$ cat src/smad_pkg.sv
// Shared types, widths and sequencer states for the sliding median and
// absolute-deviation block. No dependencies; compile first.
package smad_pkg;

  localparam int CFG_W  = 9;
  localparam int DATA_W = 32;
  localparam int COST_W = 40;

  typedef logic        [CFG_W-1:0]  cfg_t;
  typedef logic signed [DATA_W-1:0] data_t;
  typedef logic        [COST_W-1:0] cost_t;

  // Sequencer states
  typedef enum logic [2:0] {
    ST_IDLE,   // wait for a sample beat
    ST_INS,    // walk the sorted store downward, shifting larger entries up
    ST_PUT,    // place the new sample at the bottom of the store
    ST_MED,    // read the median entry and the departing ring entry
    ST_LOAD,   // capture median and departing sample, start the scan
    ST_COST,   // scan: accumulate deviations and close the removal gap
    ST_DONE    // hand the result to the output register
  } state_t;

endpackage

$ cat src/smad_dev_acc.sv
// Deviation unit: accumulates |d - center| into a wrapping cost sum.
// Depends on smad_pkg.
module smad_dev_acc #(
  parameter int SAMPLE_BITS = 32
) (
  input  logic                          clk,
  input  logic                          clr,
  input  logic                          en,
  input  logic signed [SAMPLE_BITS-1:0] d,
  input  logic signed [SAMPLE_BITS-1:0] center,
  output smad_pkg::cost_t               acc
);
  import smad_pkg::*;

  logic [SAMPLE_BITS:0] d_ext;
  logic [SAMPLE_BITS:0] c_ext;
  logic [SAMPLE_BITS:0] mag;

  // Form the magnitude of the difference with one extra bit of headroom
  assign d_ext = {d[SAMPLE_BITS-1], d};
  assign c_ext = {center[SAMPLE_BITS-1], center};
  assign mag   = (d >= center) ? (d_ext - c_ext) : (c_ext - d_ext);

  // Clear at the start of a scan, add one entry per cycle
  always_ff @(posedge clk) begin
    if (clr) begin
      acc <= '0;
    end else if (en) begin
      acc <= acc + COST_W'(mag);
    end
  end

endmodule

$ cat config.mk
export PLATFORM = sky130hd
export DESIGN_NAME = smad_dev_acc
export DESIGN_NICKNAME = d
export VERILOG_FILES = /design/src/smad_pkg.sv /design/src/smad_dev_acc.sv
export SDC_FILE = /design/constraint.sdc
export NUM_CORES = 1
export LEC_CHECK = 0
export ABC_AREA = 1
export BUFFER_PORTS_ARGS = -buffer_cell sky130_fd_sc_hd__clkbuf_2
export CAP_MARGIN = 20
export CORE_UTILIZATION = 45
export CTS_CLUSTER_DIAMETER = 30
export DETAILED_ROUTE_END_ITERATION = 12
export HOLD_SLACK_MARGIN = 0.05
export PLACE_DENSITY = 0.64
export REMOVE_ABC_BUFFERS = 1
export SLEW_MARGIN = 0
export SYNTH_ARGS = -nofsm -noshare
export SYNTH_HDL_FRONTEND = slang
export SYNTH_SLANG_ARGS = --single-unit
export TNS_END_PERCENT = 5
$ cat constraint.sdc
create_clock -name clk -period 4.1 [get_ports clk]
set_clock_uncertainty 0.2 [all_clocks]
set_input_delay 0.205 -clock clk [delete_from_list [all_inputs] [get_ports clk]]
set_output_delay 0.205 -clock clk [all_outputs]
set_load 0.1 [all_outputs]
==> summary.log <==
INFO  timing         unrepaired_setup_endpoints_after_global_routing=no
INFO  global_routing grtUsageMet3=0.0144
INFO  finish         layout-drive-gt1-share=0.172
INFO  clocking       cts_max_path_buffers=2
INFO  detailed_routing total_drc_errors_in_the_routed_layout=0
INFO  timing         setup_viol_count_final=0
INFO  setup_path     critPathMaxStageDelay=0.34ns
INFO  timing         slew_viol_final=0
INFO  setup_path     timing.reg2reg.setup_slack=1.77ns
INFO  timing         report.final.hold_viol_count=0
INFO  finish         largest_register_ff_count=40
INFO  global_routing grt_antenna_before_repair=0
INFO  power          cellLeakagePower=6.87nW
INFO  setup_path     worst_path_dominant_cell_family=simple AND/OR/NAND/NOR gates
INFO  global_routing met2_usage=0.495
INFO  setup_path     critPathArrivalTime=3.78ns
INFO  timing         post-route-min-period=3.79ns
INFO  synth          synthCells=1692
INFO  die            fp.dieW=143um
INFO  synth          synth_area_leaders=sky130_fd_sc_hd__nand2_1 25%, sky130_fd_sc_hd__ha_1 14%, sky130_fd_sc_hd__inv_1 14%
INFO  detailed_routing wl_per_cell=12.9um
INFO  timing         hold_slack=0.330ns
INFO  timing         timing_worst_slew_pin_value=0.769ns
INFO  setup_path     r2r.worst_path.cells=14
INFO  die            initial_utilization=0.458
INFO  clocking       tritoncts=done
INFO  detailed_routing ant_nets=0
INFO  synth          ys_seq_area_frac=0.0898
INFO  synth          synth_top_cell_by_area=sky130_fd_sc_hd__nand2_1
INFO  place          dp_worst_setup_slack=-0.0337ns
INFO  detailed_routing drt-pass1-iter-count=5
INFO  clocking       root_buffer=sky130_fd_sc_hd__clkbuf_16
INFO  synth          yosys_register_bits=40
INFO  synth          cell_with_the_most_instances_after_synthesis=sky130_fd_sc_hd__nand2_1
INFO  detailed_routing initialDrtViolationCount=710
INFO  hold_path      min_delay_path_depth=2
INFO  power          power.ir.vdd_worst=0.217mV
INFO  setup_path     type_of_the_worst_setup_path=input port to flop
INFO  die            design.core.area=19500squm
INFO  setup_path     cp.buffers_inverters=5
INFO  synth          post_synth_most_frequent_cells=584 x sky130_fd_sc_hd__nand2_1, 321 x sky130_fd_sc_hd__inv_1, 186 x sky130_fd_sc_hd__nor2_1
INFO  timing         post-route-period-util=0.924
INFO  hold_path      holdCritPathClass=flop to flop
INFO  synth          synth.lib_cells_used.distinct=42
INFO  clocking       clk-insertion-delay-late=0.30ns
INFO  status         outcome=complete, no violations
INFO  place          finalWeightedCongestion=0.984
INFO  finish         final_util=0.569
INFO  synth          synthesis.area=8910squm
INFO  global_routing grt_overflow=0
INFO  setup_path     start_kind=input port
INFO  timing         timing.slew.headroom=0.487
INFO  power          powerDensity=396nW/um^2
INFO  finish         biggestRegsByFlops=acc: 40 flops
INFO  synth          average_cell_area_after_synthesis=5.27squm
INFO  clocking       numClockSinks=40
INFO  global_routing groute.layer.met1.usage=0.384
INFO  synth          synth.top_cell.area_share=0.246
INFO  die            chipHeight=143um
INFO  finish         nNetsFinal=2105
INFO  synth          synth_enable_flop_cells=0
INFO  die            design.die.area=20400squm
INFO  setup_path     crit_path_top_delay_cell=sky130_fd_sc_hd__ha_1
INFO  clocking       cts.htree.levels=2
INFO  detailed_routing avgViaCountPerCell=4.85
INFO  place          post_dp_hpwl=24.8mm
INFO  timing         max_clock_freq=264MHz
INFO  die            rows=51
INFO  global_routing globalRouteTotalUtil=0.287
INFO  setup_path     cp_common_cell=sky130_fd_sc_hd__nand2_1
INFO  synth          synthFlopType=sky130_fd_sc_hd__dfxtp_1
INFO  setup_path     crit_path_end_kind=flop
INFO  finish         max_flop_register=acc
INFO  detailed_routing dr_total_vias=10679
INFO  timing         final_worst_setup_slack=0.313ns
INFO  die            design.portCount=107
INFO  setup_path     cp_max_fo=34
INFO  global_routing wire_length_of_the_first_global_routing_pass=46.4mm
INFO  synth          yosys_warnings=0
INFO  global_routing grt_max_degree=58
INFO  global_routing grt_pass1_vias=9742
INFO  place          port-buffer-count=106
INFO  global_routing layer_with_the_highest_usage=met2
INFO  finish         synthToLayoutAreaGrowth=24.2%
INFO  setup_path     worst-endpoint-required=4.10ns
INFO  clocking       numCtsBuffers=5
INFO  flow_run       drv_cap=0
INFO  detailed_routing postRouteWirelength=28.5mm
INFO  clocking       worst_setup_hold_path_clk_slew=0.07ns
INFO  setup_path     critical_path_depth=26
INFO  finish         antenna_cells_inserted=0
INFO  clocking       post_cts_buffers=0
INFO  synth          synth_async_sr_flop_share=0
[worst min-delay path, stage by stage (launching register included)]
cell and delay, ns:
sky130_fd_sc_hd__dfxtp_1 0.35, sky130_fd_sc_hd__a21oi_1 0.05, sky130_fd_sc_hd__nor2_1 0.09
[cells in the final DEF, fill, tap and decap left out, drive strengths merged, types with 19 or more instances in the layout]
| cell | n |
|---|---|
| clkbuf | 111 |
| nand3 | 100 |
| inv | 327 |
| a21oi | 102 |
| nand2 | 603 |
| ha | 97 |
| dfxtp | 40 |
| o21ai | 71 |
| buf | 170 |
| xor2 | 40 |
| nor2 | 200 |
| xnor2 | 19 |
[per-layer routing]
layer,wire [um],vias up
met1,13400,4690
met2,13100,293
li1,-,5657
met4,699,0
met5,0,-
met3,1280,39
[through the flow]
stage | TNS, ns | power (mW) | instances | area (sq um)
2_1_floorplan | 0 | 2.66 | 1655 | 8690
3_3_place_gp | 0 | 3.75 | 2196 | 10800
3_5_place_dp | -0.184 | 3.76 | 2196 | 10800
4_1_cts | 0 | 4.37 | 2204 | 11000
5_1_grt | 0 | 4.76 | 2204 | 11100
6_report | 0 | 4.39 | 2204 | 11100
[power by group]
part	switching (mW)	internal, mW	total [mW]
clock	0.177	0.411	0.588
sequential	0.0788	0.462	0.541
combinational	2.11	1.16	3.26
total	2.36	2.03	4.39
[area by class of cell]
type	instances	area, sq um
clock inverters	3	90.1
multi-input cells	1287	6680
well taps	265	332
inverters	328	1230
repair buffers	276	1810
fillers	2051	8390
clock buffers	5	125
flip-flops and latches	40	801
[worst paths after layout]
kind / startpoint / end
min reg2reg: acc[39] / acc[39]
max reg2reg: acc[0] / acc[32]
min: acc[39] / acc[39]
max: d[18] / acc[28]
[repair_timing]
action | in CTS | in global routing
resized for setup | 0 | 5
hold buffers | 0 | 0
setup endpoints to repair | 0 | 21
endpoints found under the hold margin | 0 | 0
[logic make-up after synthesis]
| logic type | synth area share |
|---|---|
| AO/OA/AOI/OAI | 0.118 |
| XOR/XNOR | 0.0580 |
| adder cells (fa/ha/maj) | 0.143 |
| buffers and inverters | 0.163 |
| flip-flops | 0.0898 |
| AND/OR/NAND/NOR | 0.428 |
No activity file was read; power rests on OpenSTA's default activity.
